==> src/hw/rtl/stt_pkg.sv <==
`timescale 1ns / 1ps

package stt_pkg;

   localparam int MAX_TEXT_DEF = 32;

   localparam int KW_NUM  = 9;
   localparam int KW_BITS = 112;

   localparam logic [4:0] K_COLON    = 5'd0;
   localparam logic [4:0] K_DASH     = 5'd1;
   localparam logic [4:0] K_STRING   = 5'd2;
   localparam logic [4:0] K_INT      = 5'd3;
   localparam logic [4:0] K_IDENT    = 5'd4;
   localparam logic [4:0] K_KEYWORD0 = 5'd5;
   localparam logic [4:0] K_TAB      = 5'd14;
   localparam logic [4:0] K_BLANK    = 5'd15;
   localparam logic [4:0] K_NEWLINE  = 5'd16;

   localparam logic [1:0] ERR_NONE   = 2'd0;
   localparam logic [1:0] ERR_SYMBOL = 2'd1;
   localparam logic [1:0] ERR_TRUNC  = 2'd2;
   localparam logic [1:0] ERR_QUOTE  = 2'd3;

   typedef struct packed {
      logic [7:0] in_byte;
      logic       end_of_input;
   } req_type;

   typedef struct packed {
      logic [4:0]  token_kind;
      logic [31:0] int_value;
      logic [7:0]  text_char;
      logic        text_valid;
      logic        token_end;
      logic [1:0]  error_code;
      logic        last;
   } rsp_type;

   typedef struct packed {
      logic accept;
      logic emit_pre;
      logic emit_rep;
      logic emit_post;
      logic rd_first;
      logic rd_next;
   } cmd_type;

   typedef struct packed {
      logic plan_pre;
      logic plan_rep;
      logic plan_post;
      logic post_valid;
      logic rep_last;
      logic out_free;
   } sts_type;

   localparam logic [5:0] KW_LEN [KW_NUM] = '{
      6'd4, 6'd2, 6'd3, 6'd4, 6'd14, 6'd6, 6'd4, 6'd5, 6'd8
   };

   localparam logic [KW_BITS-1:0] KW_TEXT [KW_NUM] = '{
      "meta", "id", "seq", "type", "file-extension",
      "endian", "size", "types", "contents"
   };

   // character of keyword k at position pos, zero past its end
   function automatic logic [7:0] kw_char(input logic [3:0] k, input logic [5:0] pos);
      logic [KW_BITS-1:0] txt;
      logic [5:0]         len;
      int                 sh;
      txt = KW_TEXT[k];
      len = KW_LEN[k];
      sh  = int'(len - pos - 6'd1) * 8;
      if (pos >= len) begin
         kw_char = 8'h00;
      end else begin
         kw_char = txt[sh +: 8];
      end
   endfunction

   function automatic rsp_type make_rsp(input logic [4:0] kind, input logic [31:0] ival,
                                        input logic [7:0] ch, input logic tv,
                                        input logic tend, input logic [1:0] err);
      rsp_type r;
      r.token_kind = kind;
      r.int_value  = ival;
      r.text_char  = ch;
      r.text_valid = tv;
      r.token_end  = tend;
      r.error_code = err;
      r.last       = 1'b0;
      make_rsp = r;
   endfunction

endpackage

==> src/hw/rtl/schema_text_tokenizer.sv <==
// An accepted byte's results are planned into registers and leave through the registered output;
// a byte with no result leaves the lexer idle, else req_stall holds off new bytes until every
// result is out, and an identifier or string replay first reads the text store in its own state.
// The text store has one read port, so replayed text leaves one byte per cycle while the output is not stalled.
// Reset (synchronous, active high) returns the lexer to idle with empty text and zero value.
`timescale 1ns / 1ps

module schema_text_tokenizer #(
   parameter int MAX_TEXT = stt_pkg::MAX_TEXT_DEF
) (
   input  logic             clock,
   input  logic             reset,
   input  logic             req_valid,
   output logic             req_stall,
   input  stt_pkg::req_type req_data,
   output logic             rsp_valid,
   input  logic             rsp_stall,
   output stt_pkg::rsp_type rsp_data
);

   stt_pkg::cmd_type cmd;
   stt_pkg::sts_type sts;

   stt_ctrl u_ctrl (
      .clock     (clock),
      .reset     (reset),
      .req_valid (req_valid),
      .req_stall (req_stall),
      .sts       (sts),
      .cmd       (cmd)
   );

   stt_dp #(
      .MAX_TEXT (MAX_TEXT)
   ) u_dp (
      .clock     (clock),
      .reset     (reset),
      .req_data  (req_data),
      .rsp_valid (rsp_valid),
      .rsp_stall (rsp_stall),
      .rsp_data  (rsp_data),
      .cmd       (cmd),
      .sts       (sts)
   );

endmodule

==> src/hw/rtl/stt_ctrl.sv <==
`timescale 1ns / 1ps

module stt_ctrl (
   input  logic            clock,
   input  logic            reset,
   input  logic            req_valid,
   output logic            req_stall,
   input  stt_pkg::sts_type sts,
   output stt_pkg::cmd_type cmd
);

   localparam logic [2:0] ST_IDLE = 3'd0;
   localparam logic [2:0] ST_PRE  = 3'd1;
   localparam logic [2:0] ST_RDF  = 3'd2;
   localparam logic [2:0] ST_REP  = 3'd3;
   localparam logic [2:0] ST_POST = 3'd4;

   logic [2:0] state_ff;
   logic [2:0] state_in;

   assign req_stall = (state_ff != ST_IDLE);

   always_comb begin
      cmd      = '0;
      state_in = state_ff;
      case (state_ff)
         ST_IDLE: begin
            if (req_valid) begin
               cmd.accept = 1'b1;
               if (sts.plan_pre) begin
                  state_in = ST_PRE;
               end else if (sts.plan_rep) begin
                  state_in = ST_RDF;
               end else if (sts.plan_post) begin
                  state_in = ST_POST;
               end
            end
         end
         ST_PRE: begin
            if (sts.out_free) begin
               cmd.emit_pre = 1'b1;
               state_in     = sts.post_valid ? ST_POST : ST_IDLE;
            end
         end
         ST_RDF: begin
            cmd.rd_first = 1'b1;
            state_in     = ST_REP;
         end
         ST_REP: begin
            if (sts.out_free) begin
               cmd.emit_rep = 1'b1;
               if (sts.rep_last) begin
                  state_in = sts.post_valid ? ST_POST : ST_IDLE;
               end else begin
                  cmd.rd_next = 1'b1;
               end
            end
         end
         ST_POST: begin
            if (sts.out_free) begin
               cmd.emit_post = 1'b1;
               state_in      = ST_IDLE;
            end
         end
         default: begin
            state_in = ST_IDLE;
         end
      endcase
   end

   always_ff @(posedge clock) begin
      if (reset) begin
         state_ff <= ST_IDLE;
      end else begin
         state_ff <= state_in;
      end
   end

endmodule

==> src/hw/rtl/stt_dp.sv <==
`timescale 1ns / 1ps

module stt_dp #(
   parameter int MAX_TEXT = stt_pkg::MAX_TEXT_DEF
) (
   input  logic             clock,
   input  logic             reset,
   input  stt_pkg::req_type req_data,
   output logic             rsp_valid,
   input  logic             rsp_stall,
   output stt_pkg::rsp_type rsp_data,
   input  stt_pkg::cmd_type cmd,
   output stt_pkg::sts_type sts
);

   localparam int AW = $clog2(MAX_TEXT);
   localparam int LW = $clog2(MAX_TEXT + 1);

   localparam logic [2:0] MODE_IDLE   = 3'd0;
   localparam logic [2:0] MODE_WORD   = 3'd1;
   localparam logic [2:0] MODE_NUMBER = 3'd2;
   localparam logic [2:0] MODE_STRING = 3'd3;
   localparam logic [2:0] MODE_SPACE  = 3'd4;

   localparam logic [7:0] CH_NUL   = 8'h00;
   localparam logic [7:0] CH_TAB   = 8'h09;
   localparam logic [7:0] CH_LF    = 8'h0A;
   localparam logic [7:0] CH_CR    = 8'h0D;
   localparam logic [7:0] CH_SPACE = 8'h20;
   localparam logic [7:0] CH_QUOTE = 8'h27;
   localparam logic [7:0] CH_DASH  = 8'h2D;
   localparam logic [7:0] CH_0     = 8'h30;
   localparam logic [7:0] CH_9     = 8'h39;
   localparam logic [7:0] CH_COLON = 8'h3A;
   localparam logic [7:0] CH_UA    = 8'h41;
   localparam logic [7:0] CH_UZ    = 8'h5A;
   localparam logic [7:0] CH_UNDER = 8'h5F;
   localparam logic [7:0] CH_LA    = 8'h61;
   localparam logic [7:0] CH_LZ    = 8'h7A;

   // lexer state
   logic [2:0]                mode_ff, mode_in;
   logic [LW-1:0]             len_ff, len_in;
   logic [31:0]               acc_ff, acc_in;
   logic                      trunc_ff, trunc_in;
   logic [stt_pkg::KW_NUM-1:0] match_ff, match_in;

   // result plan of the accepted byte
   logic             pre_valid_in;
   stt_pkg::rsp_type pre_rsp_ff, pre_rsp_in;
   logic             rep_valid_in;
   logic [4:0]       rep_kind_ff, rep_kind_in;
   logic [LW-1:0]    rep_len_ff;
   logic [1:0]       rep_err_ff, rep_err_in;
   logic             post_valid_ff, post_valid_in;
   stt_pkg::rsp_type post_rsp_ff, post_rsp_in;

   // text store and replay
   logic [7:0]    text_mem [MAX_TEXT];
   logic [7:0]    rd_data_ff;
   logic [AW-1:0] rd_idx_ff;
   logic [AW-1:0] rd_addr;
   logic [LW-1:0] idx_inc;
   logic          wr_en;
   logic [AW-1:0] wr_addr;

   logic             rsp_valid_ff;
   stt_pkg::rsp_type rsp_ff, rsp_in;

   logic [7:0]    c;
   logic          eoi;
   logic          is_digit;
   logic          is_letter;
   logic          kw_hit;
   logic [4:0]    kw_kind;
   logic          text_clear;
   logic          text_append;
   logic [LW-1:0] base_len;
   logic [stt_pkg::KW_NUM-1:0] base_match;
   logic          flush;
   logic          lex;
   logic          out_free;
   logic          rep_last;

   assign c         = req_data.in_byte;
   assign eoi       = req_data.end_of_input || (c == CH_NUL);
   assign is_digit  = c inside {[CH_0:CH_9]};
   assign is_letter = (c inside {[CH_LA:CH_LZ], [CH_UA:CH_UZ]}) || (c == CH_UNDER);

   always_comb begin
      kw_hit  = 1'b0;
      kw_kind = stt_pkg::K_KEYWORD0;
      for (int k = 0; k < stt_pkg::KW_NUM; k++) begin
         if (match_ff[k] && (len_ff == LW'(stt_pkg::KW_LEN[k]))) begin
            kw_hit  = 1'b1;
            kw_kind = stt_pkg::K_KEYWORD0 + 5'(k);
         end
      end
      kw_hit = kw_hit && !trunc_ff;
   end

   always_comb begin
      mode_in       = mode_ff;
      acc_in        = acc_ff;
      pre_valid_in  = 1'b0;
      pre_rsp_in    = stt_pkg::make_rsp(stt_pkg::K_COLON, 32'd0, 8'h00, 1'b0, 1'b1,
                                        stt_pkg::ERR_NONE);
      rep_valid_in  = 1'b0;
      rep_kind_in   = stt_pkg::K_IDENT;
      rep_err_in    = trunc_ff ? stt_pkg::ERR_TRUNC : stt_pkg::ERR_NONE;
      post_valid_in = 1'b0;
      post_rsp_in   = stt_pkg::make_rsp(stt_pkg::K_COLON, 32'd0, 8'h00, 1'b0, 1'b1,
                                        stt_pkg::ERR_NONE);
      text_clear    = 1'b0;
      text_append   = 1'b0;
      flush         = 1'b0;
      lex           = 1'b0;

      if (eoi) begin
         flush      = 1'b1;
         mode_in    = MODE_IDLE;
         text_clear = 1'b1;
         acc_in     = 32'd0;
         if (mode_ff == MODE_STRING) begin
            pre_valid_in = 1'b1;
            pre_rsp_in   = stt_pkg::make_rsp(stt_pkg::K_STRING, 32'd0, 8'h00, 1'b0, 1'b1,
                                             stt_pkg::ERR_QUOTE);
         end
      end else if (mode_ff == MODE_STRING) begin
         if (c == CH_QUOTE) begin
            mode_in = MODE_IDLE;
            if (len_ff == '0) begin
               pre_valid_in = 1'b1;
               pre_rsp_in   = stt_pkg::make_rsp(stt_pkg::K_STRING, 32'd0, 8'h00, 1'b0,
                                                1'b1, rep_err_in);
            end else begin
               rep_valid_in = 1'b1;
               rep_kind_in  = stt_pkg::K_STRING;
            end
         end else begin
            text_append = 1'b1;
         end
      end else if (mode_ff == MODE_WORD && (is_letter || is_digit || c == CH_DASH)) begin
         text_append = 1'b1;
      end else if (mode_ff == MODE_NUMBER && is_digit) begin
         acc_in = (acc_ff << 3) + (acc_ff << 1) + 32'(8'(c - CH_0));
      end else if (mode_ff == MODE_SPACE && c == CH_SPACE) begin
         pre_valid_in = 1'b1;
         pre_rsp_in   = stt_pkg::make_rsp(stt_pkg::K_TAB, 32'd0, 8'h00, 1'b0, 1'b1,
                                          stt_pkg::ERR_NONE);
         mode_in      = MODE_IDLE;
      end else begin
         flush   = 1'b1;
         lex     = 1'b1;
         mode_in = MODE_IDLE;
         if (mode_ff == MODE_SPACE) begin
            pre_valid_in = 1'b1;
            pre_rsp_in   = stt_pkg::make_rsp(stt_pkg::K_BLANK, 32'd0, 8'h00, 1'b0, 1'b1,
                                             stt_pkg::ERR_NONE);
         end
      end

      if (flush) begin
         if (mode_ff == MODE_WORD) begin
            if (kw_hit) begin
               pre_valid_in = 1'b1;
               pre_rsp_in   = stt_pkg::make_rsp(kw_kind, 32'd0, 8'h00, 1'b0, 1'b1,
                                                stt_pkg::ERR_NONE);
            end else begin
               rep_valid_in = 1'b1;
               rep_kind_in  = stt_pkg::K_IDENT;
            end
         end else if (mode_ff == MODE_NUMBER) begin
            pre_valid_in = 1'b1;
            pre_rsp_in   = stt_pkg::make_rsp(stt_pkg::K_INT, acc_ff, 8'h00, 1'b0, 1'b1,
                                             stt_pkg::ERR_NONE);
         end
      end

      if (lex) begin
         if (c == CH_COLON) begin
            post_valid_in = 1'b1;
         end else if (c == CH_DASH) begin
            post_valid_in          = 1'b1;
            post_rsp_in.token_kind = stt_pkg::K_DASH;
         end else if (c == CH_TAB) begin
            post_valid_in          = 1'b1;
            post_rsp_in.token_kind = stt_pkg::K_TAB;
         end else if (c == CH_LF) begin
            post_valid_in          = 1'b1;
            post_rsp_in.token_kind = stt_pkg::K_NEWLINE;
         end else if (c == CH_CR) begin
            post_valid_in = 1'b0;
         end else if (c == CH_SPACE) begin
            mode_in = MODE_SPACE;
         end else if (c == CH_QUOTE) begin
            text_clear = 1'b1;
            mode_in    = MODE_STRING;
         end else if (is_digit) begin
            acc_in  = 32'(8'(c - CH_0));
            mode_in = MODE_NUMBER;
         end else if (is_letter) begin
            text_clear  = 1'b1;
            text_append = 1'b1;
            mode_in     = MODE_WORD;
         end else begin
            post_valid_in          = 1'b1;
            post_rsp_in.error_code = stt_pkg::ERR_SYMBOL;
         end
      end
   end

   always_comb begin
      base_len   = text_clear ? '0 : len_ff;
      base_match = text_clear ? '1 : match_ff;
      len_in     = base_len;
      trunc_in   = text_clear ? 1'b0 : trunc_ff;
      match_in   = base_match;
      wr_en      = 1'b0;
      wr_addr    = base_len[AW-1:0];
      if (text_append) begin
         if (base_len < LW'(MAX_TEXT)) begin
            wr_en  = 1'b1;
            len_in = base_len + LW'(1);
            for (int k = 0; k < stt_pkg::KW_NUM; k++) begin
               match_in[k] = base_match[k] && (6'(base_len) < stt_pkg::KW_LEN[k]) &&
                             (c == stt_pkg::kw_char(4'(k), 6'(base_len)));
            end
         end else begin
            trunc_in = 1'b1;
         end
      end
   end

   always_ff @(posedge clock) begin
      if (reset) begin
         mode_ff       <= MODE_IDLE;
         len_ff        <= '0;
         acc_ff        <= 32'd0;
         trunc_ff      <= 1'b0;
         post_valid_ff <= 1'b0;
      end else if (cmd.accept) begin
         mode_ff       <= mode_in;
         len_ff        <= len_in;
         acc_ff        <= acc_in;
         trunc_ff      <= trunc_in;
         post_valid_ff <= post_valid_in;
      end
   end

   always_ff @(posedge clock) begin
      if (cmd.accept) begin
         match_ff    <= match_in;
         pre_rsp_ff  <= pre_rsp_in;
         rep_kind_ff <= rep_kind_in;
         rep_len_ff  <= len_ff;
         rep_err_ff  <= rep_err_in;
         post_rsp_ff <= post_rsp_in;
      end
   end

   always_ff @(posedge clock) begin
      if (cmd.accept && wr_en) begin
         text_mem[wr_addr] <= c;
      end
   end

   assign idx_inc  = LW'(rd_idx_ff) + LW'(1);
   assign rd_addr  = cmd.rd_first ? '0 : idx_inc[AW-1:0];
   assign rep_last = (idx_inc == rep_len_ff);

   always_ff @(posedge clock) begin
      if (cmd.rd_first || cmd.rd_next) begin
         rd_data_ff <= text_mem[rd_addr];
         rd_idx_ff  <= rd_addr;
      end
   end

   assign out_free = !rsp_valid_ff || !rsp_stall;

   always_ff @(posedge clock) begin
      if (reset) begin
         rsp_valid_ff <= 1'b0;
      end else if (cmd.emit_pre || cmd.emit_rep || cmd.emit_post) begin
         rsp_valid_ff <= 1'b1;
      end else if (!rsp_stall) begin
         rsp_valid_ff <= 1'b0;
      end
   end

   always_comb begin
      rsp_in = rsp_ff;
      if (cmd.emit_pre) begin
         rsp_in      = pre_rsp_ff;
         rsp_in.last = !post_valid_ff;
      end else if (cmd.emit_rep) begin
         rsp_in = stt_pkg::make_rsp(rep_kind_ff, 32'd0, rd_data_ff, 1'b1, rep_last,
                                    rep_last ? rep_err_ff : stt_pkg::ERR_NONE);
         rsp_in.last = rep_last && !post_valid_ff;
      end else if (cmd.emit_post) begin
         rsp_in      = post_rsp_ff;
         rsp_in.last = 1'b1;
      end
   end

   always_ff @(posedge clock) begin
      rsp_ff <= rsp_in;
   end

   assign rsp_valid = rsp_valid_ff;
   assign rsp_data  = rsp_ff;

   always_comb begin
      sts.plan_pre   = pre_valid_in;
      sts.plan_rep   = rep_valid_in;
      sts.plan_post  = post_valid_in;
      sts.post_valid = post_valid_ff;
      sts.rep_last   = rep_last;
      sts.out_free   = out_free;
   end

endmodule

==> config.mk <==
export PLATFORM = sky130hd
export DESIGN_NAME = schema_text_tokenizer
export DESIGN_NICKNAME = d
export VERILOG_FILES = /design/src/hw/rtl/stt_pkg.sv /design/src/hw/rtl/schema_text_tokenizer.sv /design/src/hw/rtl/stt_ctrl.sv /design/src/hw/rtl/stt_dp.sv
export SDC_FILE = /design/constraint.sdc
export NUM_CORES = 1
export LEC_CHECK = 0
export BUFFER_PORTS_ARGS = -buffer_cell sky130_fd_sc_hd__buf_2
export CELL_PAD_IN_SITES_DETAIL_PLACEMENT = 1
export CELL_PAD_IN_SITES_GLOBAL_PLACEMENT = 1
export CORE_MARGIN = 8
export CORE_UTILIZATION = 51
export DETAILED_ROUTE_END_ITERATION = 8
export PLACE_DENSITY = 0.81
export SYNTH_ARGS = -nofsm -noshare
export SYNTH_HDL_FRONTEND = slang
export SYNTH_SLANG_ARGS = --single-unit
==> constraint.sdc <==
create_clock -name clock -period 8.1 [get_ports clock]
set_input_delay 2.025 -clock clock [delete_from_list [all_inputs] [get_ports clock]]
set_output_delay 2.025 -clock clock [all_outputs]
set_load 0.01 [all_outputs]
* Word-level counts from Yosys, hierarchy flattened
Memories as Yosys holds them, arrays and structs flattened. A register that Yosys moved wholly into a read port is not among the register bits. Index checks and enable logic that the tools add are counted.
Word-level totals: register bits 180, bits in latches 0, memory bits (writable) 256, ROM bits 0, output and inout bits 52, word-level logic and storage cells 377, memories 1
Memory list:
- u_dp.text_mem | depth 32, width 8, rd ports 1, clocked after memory_dff 1, wr ports 1, RTL line stt_dp.sv:59 | logic [7:0] text_mem [MAX_TEXT];
Operators by class: add/subtract/negate cells 19, multiply operators 0, divide/modulo/power cells 0, $lt $le $gt $ge 21, eq/ne operators 40, shift operators 9, muxes and demuxes 198, bitwise gates (word level) 1, reduce and logical (&&, ||, !) cells 59
Operator list (count):
- 112-bit by 32-bit indexed part select with 8-bit output, first input constant | 9
- 50-bit 2-to-1 mux | 13
- 32-bit 2-to-1 mux | 13
- 8-bit 2-to-1 mux | 27
- 29-bit by 1-bit subtractor with 29-bit output, second input constant | 7
- 47-bit 2-to-1 mux | 2
- 1-bit 2-to-1 mux | 91
- 3-bit 2-to-1 mux | 25
- 8-bit == test | 9
- 49-bit 2-to-1 mux | 1
- 5-bit 2-to-1 mux | 8
- 1-bit logical AND | 36
- 32-bit adder | 1
- 32-bit by 8-bit adder with 32-bit output | 1
- 8-bit by 6-bit == test with 1-bit output, second input constant | 4
- 4-bit 2-to-1 mux | 7
- 9-bit 2-to-1 mux | 3
- 8-bit by 4-bit == test with 1-bit output, second input constant | 3
- 3-bit by 6-bit subtractor with 7-bit output, first input constant | 3
- 6-bit by 3-bit == test with 1-bit output, second input constant | 3
- 6-bit by 3-bit >= comparator with 1-bit output, second input constant | 3
- 6-bit by 3-bit less-than comparator with 1-bit output, second input constant | 3
- 6-bit 2-to-1 mux | 3
- 8-bit by 7-bit >= comparator with 1-bit output, second input constant | 2
- 38 further kinds | 70

* Logic depth before layout (Yosys ltp)
depth in word-level cells 25, depth in mapped cells 24

* Cells and area by module
Synthesis repeated with hierarchy kept, for this count alone.
Second synthesis, totals: cells, all modules 1942, area total of the unflattened synthesis 21630.7 µm²
By module, submodules not included:
- stt_dp | times used 1, cells each 1905, area each 21359.2 µm², seq. area each 12261.8 µm²
- stt_ctrl | times used 1, cells each 37, area each 271.5 µm², seq. area each 60.1 µm²

* Worst setup path before layout
OpenSTA, ideal clock, no wires.
path kind input -> register, start in req_data[5] in the netlist's numbering, end reg u_dp.match_ff[4] in the netlist's numbering, data pin, data arrival time 6.675 ns, setup slack 1.256 ns, cell stages on the path 23, path buffers 4, cell sequence clkbuf_1 > inv_1 > ha_1 > or3b_1 > o31a_1 > o31a_1 > o211ai_4 > o211ai_1 > inv_1 > clkbuf_1 > ha_1 > clkbuf_1 > nor2b_1 > nand4_1 > a21oi_1 > nor3_4 > xnor3_2 > buf_6 > mux2i_1 > o32a_1 > a21oi_1 > o221ai_1 > o32ai_2
On the way: cells in the longest elaborated chain, start to end 25, elaborated cells between the ends (all ways) 72
Ends and longest elaborated chain:
- from (decl) | RTL line schema_text_tokenizer.sv:15 | input stt_pkg::req_type req_data,
- 8-bit by 7-bit >= comparator with 1-bit output or 8-bit by 7-bit <= comparator with 1-bit output (tied branches) | RTL line stt_dp.sv:88 | assign is_letter = (c inside {[CH_LA:CH_LZ], [CH_UA:CH_UZ]}) || (c == CH_UNDER);
- 1-bit logical AND | RTL line stt_dp.sv:88
- 2-bit nonzero test | RTL line stt_dp.sv:88
- 1-bit logical OR | RTL line stt_dp.sv:88
- 1-bit 2-to-1 mux | RTL line stt_dp.sv:202 | end else if (is_letter) begin
- 1-bit 2-to-1 mux | RTL line stt_dp.sv:199 | end else if (is_digit) begin
- 1-bit 2-to-1 mux | RTL line stt_dp.sv:196 | end else if (c == CH_QUOTE) begin
- 1-bit 2-to-1 mux | RTL line stt_dp.sv:194 | end else if (c == CH_SPACE) begin
- [10 not listed]
- 8-bit 2-to-1 mux | RTL line stt_pkg.sv:75 | if (pos >= len) begin
- 8-bit 2-to-1 mux | RTL line stt_dp.sv:222 | if (base_len < LW'(MAX_TEXT)) begin
- 8-bit 2-to-1 mux | RTL line stt_dp.sv:221 | if (text_append) begin
- 8-bit == test | RTL line stt_dp.sv:227 | (c == stt_pkg::kw_char(4'(k), 6'(base_len)));
- 1-bit logical AND | RTL line stt_dp.sv:226 | match_in[k] = base_match[k] && (6'(base_len) < stt_pkg::KW_LEN[k]) &&
- 9-bit 2-to-1 mux | RTL line stt_dp.sv:222
- 9-bit 2-to-1 mux * | RTL line stt_dp.sv:221
- named net u_dp.match_in (one bit) | RTL line stt_dp.sv:46 | logic [stt_pkg::KW_NUM-1:0] match_ff, match_in;
- to (signal assigned) | RTL line stt_dp.sv:253 | match_ff <= match_in;
- to (decl) | RTL line stt_dp.sv:46
The timed path passes the listed nets; every way through them passes the cells marked *. The select of a mux whose other input is x is not followed. A chain may end at the register's enable or synchronous reset.

* Worst setup path in the final report
start in req_data[4] in the netlist's numbering, end reg u_dp.match_ff[4] in the netlist's numbering, data pin
The elaborated chain is that of the path after synthesis.

==> summary by stage <==
Pwr
The leakage power is 8.89 nW. The power density over the cells is 193 nW/um^2. VDD sags by at most 137 uV.

Synthesis
The number of nets in the synthesized netlist is 2,086. The biggest area contributor in the post-synthesis netlist is edfxtp_1. The mapped cell area is 22,200 um^2.

After synthesis the netlist holds a flip-flop and latch count of 426. In this run the biggest area consumer among cell types represents 51.3% of the synthesized area. In the synthesized netlist, the cells that appear most often are edfxtp_1 (379), nor2_1 (191), nand2_1 (158). After synthesis, the cell types taking the most area are edfxtp_1 (51%), ha_1 (4.4%), dfxtp_1 (4.2%). The proportion of register bits with asynchronous set or reset after synthesis is 0%. The most frequently used cell type in the post-synthesis netlist is edfxtp_1. The count of different cell masters after synthesis is 97. The number of standard cells after synthesis is 1,989. Counting flops with a built-in enable in the synthesized netlist gives 379. The number of warnings issued by yosys is 0.

The leading register cell type out of synthesis is edfxtp_1. For this run, the register share of the synthesized area comes to 55.5%. The synthesized area per cell is 11.2 um^2.

Drt
Dividing the detail-routed wire length by the instance count gives 26.9 um. The detailed-router iteration count before antenna repair is 5. After detailed routing, the met2 layer carries 34.8 mm of wire. The detailed router finished its first iteration with 1,648 violations.

The met3 wirelength from detailed routing is 4.25 mm. The routed design has 70.9 mm of wire. The wire length on met1 is 28.8 mm. For this run, design rule violations remaining after detail routing come to 0. The via total after detailed routing is 17,100. The detail-routed via count per cell is 6.50. The uppermost layer routed is met4. The number of nets with antenna violations after routing is 0.

Placed design
The count of buffers added on input and output ports is 64. The half-perimeter wire length after detailed placement is 46.3 mm. The pre-CTS setup slack is 0.537 ns. Summing all placed instances gives a cell area of 23,100 um^2. Routability-driven placement finished with a final weighted congestion of 0.958.

Final layout
The finished cells cover 24,500 um^2. At the end of the flow, the number of nets in the layout was 2,110. Summing all multi-input logic gate instances after layout gives 9180 um^2. The number of antenna diodes is 0. After filler insertion, the fill cell instance count of the layout stands at 4,529. Compared with the post-synthesis result, the final layout area differs by 10.4%. Cells with a size suffix above 1 make up 12.5% of the layout. The area taken by flip-flops and latches is 12,300 um^2.

Clock tree
The master cell of the clock root buffer is clkbuf_16. The number of buffers created by CTS is 45. The H-tree depth reported by CTS is 2. The clock passes through at most 3 buffers.

Hold repair after CTS inserted 0 buffers. The number of sinks driven by the clock tree is 426. Once the clock tree was built, the resizer swapped 0 gates to a different size. Post-CTS timing repair inserted 0 buffers for setup. The worst-skew pair later-pin latency is 0.59 ns. TritonCTS built the clock tree. Clock-pin slew was measured on the worst setup and hold paths at 0.06 ns.

STA
Setup repair after global routing left no endpoint under its margin. The clock skew is 0.0143 ns. Setup violations remaining at the end of the flow were counted as 0.

Summed over all failing endpoints, the final setup total negative slack is 0 ns. The timing-limited maximum frequency is 138 MHz. The worst max-slew margin expressed relative to the limit is 13.4%. The number of hold-slack violations in the final timing report was 0. The final max-slew violation count was 0. The transition at the pin with the smallest max-transition slack is 1.29 ns.

The final setup slack of the worst path is 0.845 ns. Dividing the final minimum period by the clock period gives 89.6%. The final critical delay including setup and external delays is 7.25 ns.

Critical path
The biggest fanout along the worst timing path is 13. The largest individual stage delay along the critical path comes from the cell nor4_2. The stage delay of the slowest cell on the critical path is 0.74 ns. The worst endpoint data arrival time is 7.66 ns. The data required time at the worst endpoint is 8.50 ns. Traced cell by cell, the critical path runs through buf_2 -> nor4_2 -> a22oi_1 -> a2111oi_2 -> a21o_1 -> o211ai_1 -> inv_1 -> ha_1 -> nand3_1 -> xnor2_1 -> nand4_1 -> a211o_1 -> mux2i_1 -> o311a_1 -> nand4_1 -> xnor2_1 -> o32ai_2. In this run the critical register-to-register path is launched from u_dp.mode_ff[2]. STA classifies the critical path endpoint as a register. The worst setup path is of the primary input to register kind. In this run the worst setup path begins at req_data[4]. STA classifies the critical path startpoint as a primary input.

Global route
The global-route wire length before repair is 109 mm. The number of antenna violations at the first check in global routing came to 2. Across every metal layer, demand over resource in global routing totals 27.6%. The number of global-route vias before repair is 18,100.

The pin count of the biggest net entering global routing is 84. The total overflow left after global routing is 0.

Floorplan
The region available for standard cell placement spans 43,000 um^2. In this run the core area contains 76 standard-cell rows. The floorplan die area is 50,500 um^2. In this run the vertical extent of the chip is 225 um. In this run the horizontal extent of the chip is 225 um. The number of I/O pins is 65. For this configuration, the core starts out at a cell density of 51.7%.

Hold path
The origin of the worst min-delay path is u_dp.mode_ff[1]. The worst hold path belongs to the class register to register.

Outcome
The run finished with clean final reports.

Job
The number of maximum-capacitance violations is 0.
## placed cells by master, fill, tap and decap left out, drive strengths merged, types with 7 or more instances in the layout
master,Yosys,routed
or3,11,11
o21ai,86,86
xnor2,40,40
o22ai,25,25
or2,9,9
clkbuf,114,60
a21o,12,12
ha,78,78
a21oi,136,136
a31oi,40,40
and2,62,62
buf,20,111
nand2,159,159
nor4,9,9
xor2,19,19
and3,48,48
edfxtp,379,379
nand2b,8,8
nor3,38,38
nand4,15,15
mux2,28,28
o221ai,30,30
o21bai,7,7
clkinv,3,20
a31o,7,7
o32ai,9,9
nor2,191,191
mux2i,31,31
mux4,7,7
inv,58,60
nand3,34,34
a211oi,32,32
nor2b,15,15
a221oi,12,12
dfxtp,47,47
a311oi,23,23
o211ai,21,21
a22oi,35,35
## power breakdown
group	internal, W	switching [W]	total (W)	leakage, nW
Sequential	0.00243	0.0000191	0.00245	3.83
Combinational	0.0000918	0.000227	0.000319	4.40
Clock	0.00108	0.000875	0.00196	0.657
## through the flow
| step | total power, W | util, % | hold slack (ns) | std cells |
|---|---|---|---|---|
| global route | 0.00485 | 57.0 | 0.521 | 2634 |
| CTS | 0.00475 | 57.0 | 0.513 | 2634 |
| finish | 0.00473 | 57.0 | 0.514 | 2634 |
| floorplan | 0.00268 | - | 0.406 | 1989 |
| global placement | 0.00279 | 53.8 | 0.472 | 2551 |
| detailed placement | 0.00281 | 53.8 | 0.504 | 2551 |
## cells by family (layout without fill, tap and decap cells)
family / Yosys count / in the layout / share of synthesized area, %
AOI/OAI and AO/OA: 538 / 538 / 16.6
xor gates and xnor gates: 60 / 60 / 2.47
adders and majority gates: 84 / 84 / 4.94
buffers and inverters: 195 / 255 / 3.48
DFF: 426 / 426 / 55.5
muxes: 66 / 66 / 3.53
and+or+nand+nor: 620 / 620 / 13.5
## final timing paths
path	slack, ns	endpoint	cells past startpoint
worst max-delay path	0.85	u_dp.match_ff[4]	17
worst min-delay path	0.51	u_dp.mode_ff[1]	2
worst max register to register	2.85	u_dp.match_ff[3]	19
worst min register to register	0.51	u_dp.mode_ff[1]	2
## cell type report
class	count	area share [%]
clock inverters	23	0.674
clock buffers	60	4.91
well taps	585	2.99
inverters	61	0.945
repair buffers	111	2.75
multi-input cells	1368	37.5
flip-flops and latches	426	50.3
## metal layers
layer / vias to the layer above / track usage, %
met5: - / 0
met4: 0 / 11.9
met3: 178 / 4.17
met2: 678 / 47.1
met1: 8689 / 34.7
li1: 7576 / -
## flip-flops by register name, indices dropped and copies added, names as in the netlist, 2 cells and up
register          flops
u_dp.rd_idx_ff        5
u_dp.post_rsp_ff      4
u_dp.rsp_data        50
u_dp.rd_data_ff       8
u_ctrl.state_ff       3
u_dp.pre_rsp_ff      38
u_dp.len_ff           6
u_dp.acc_ff          32
u_dp.rep_len_ff       6
u_dp.rep_kind_ff      2
u_dp.match_ff         9
u_dp.text_mem       256
u_dp.mode_ff          3
## critical path, delay by kind of cell
kind	cells	cell delay, ns
AOI/OAI and AO/OA	7	2.53
and+or+nand+nor	4	1.34
xor gates and xnor gates	2	0.67
buffers and inverters	2	0.60
adders and majority gates	1	0.35
muxes	1	0.15
Note: power is estimated with default switching activity, not from simulation.
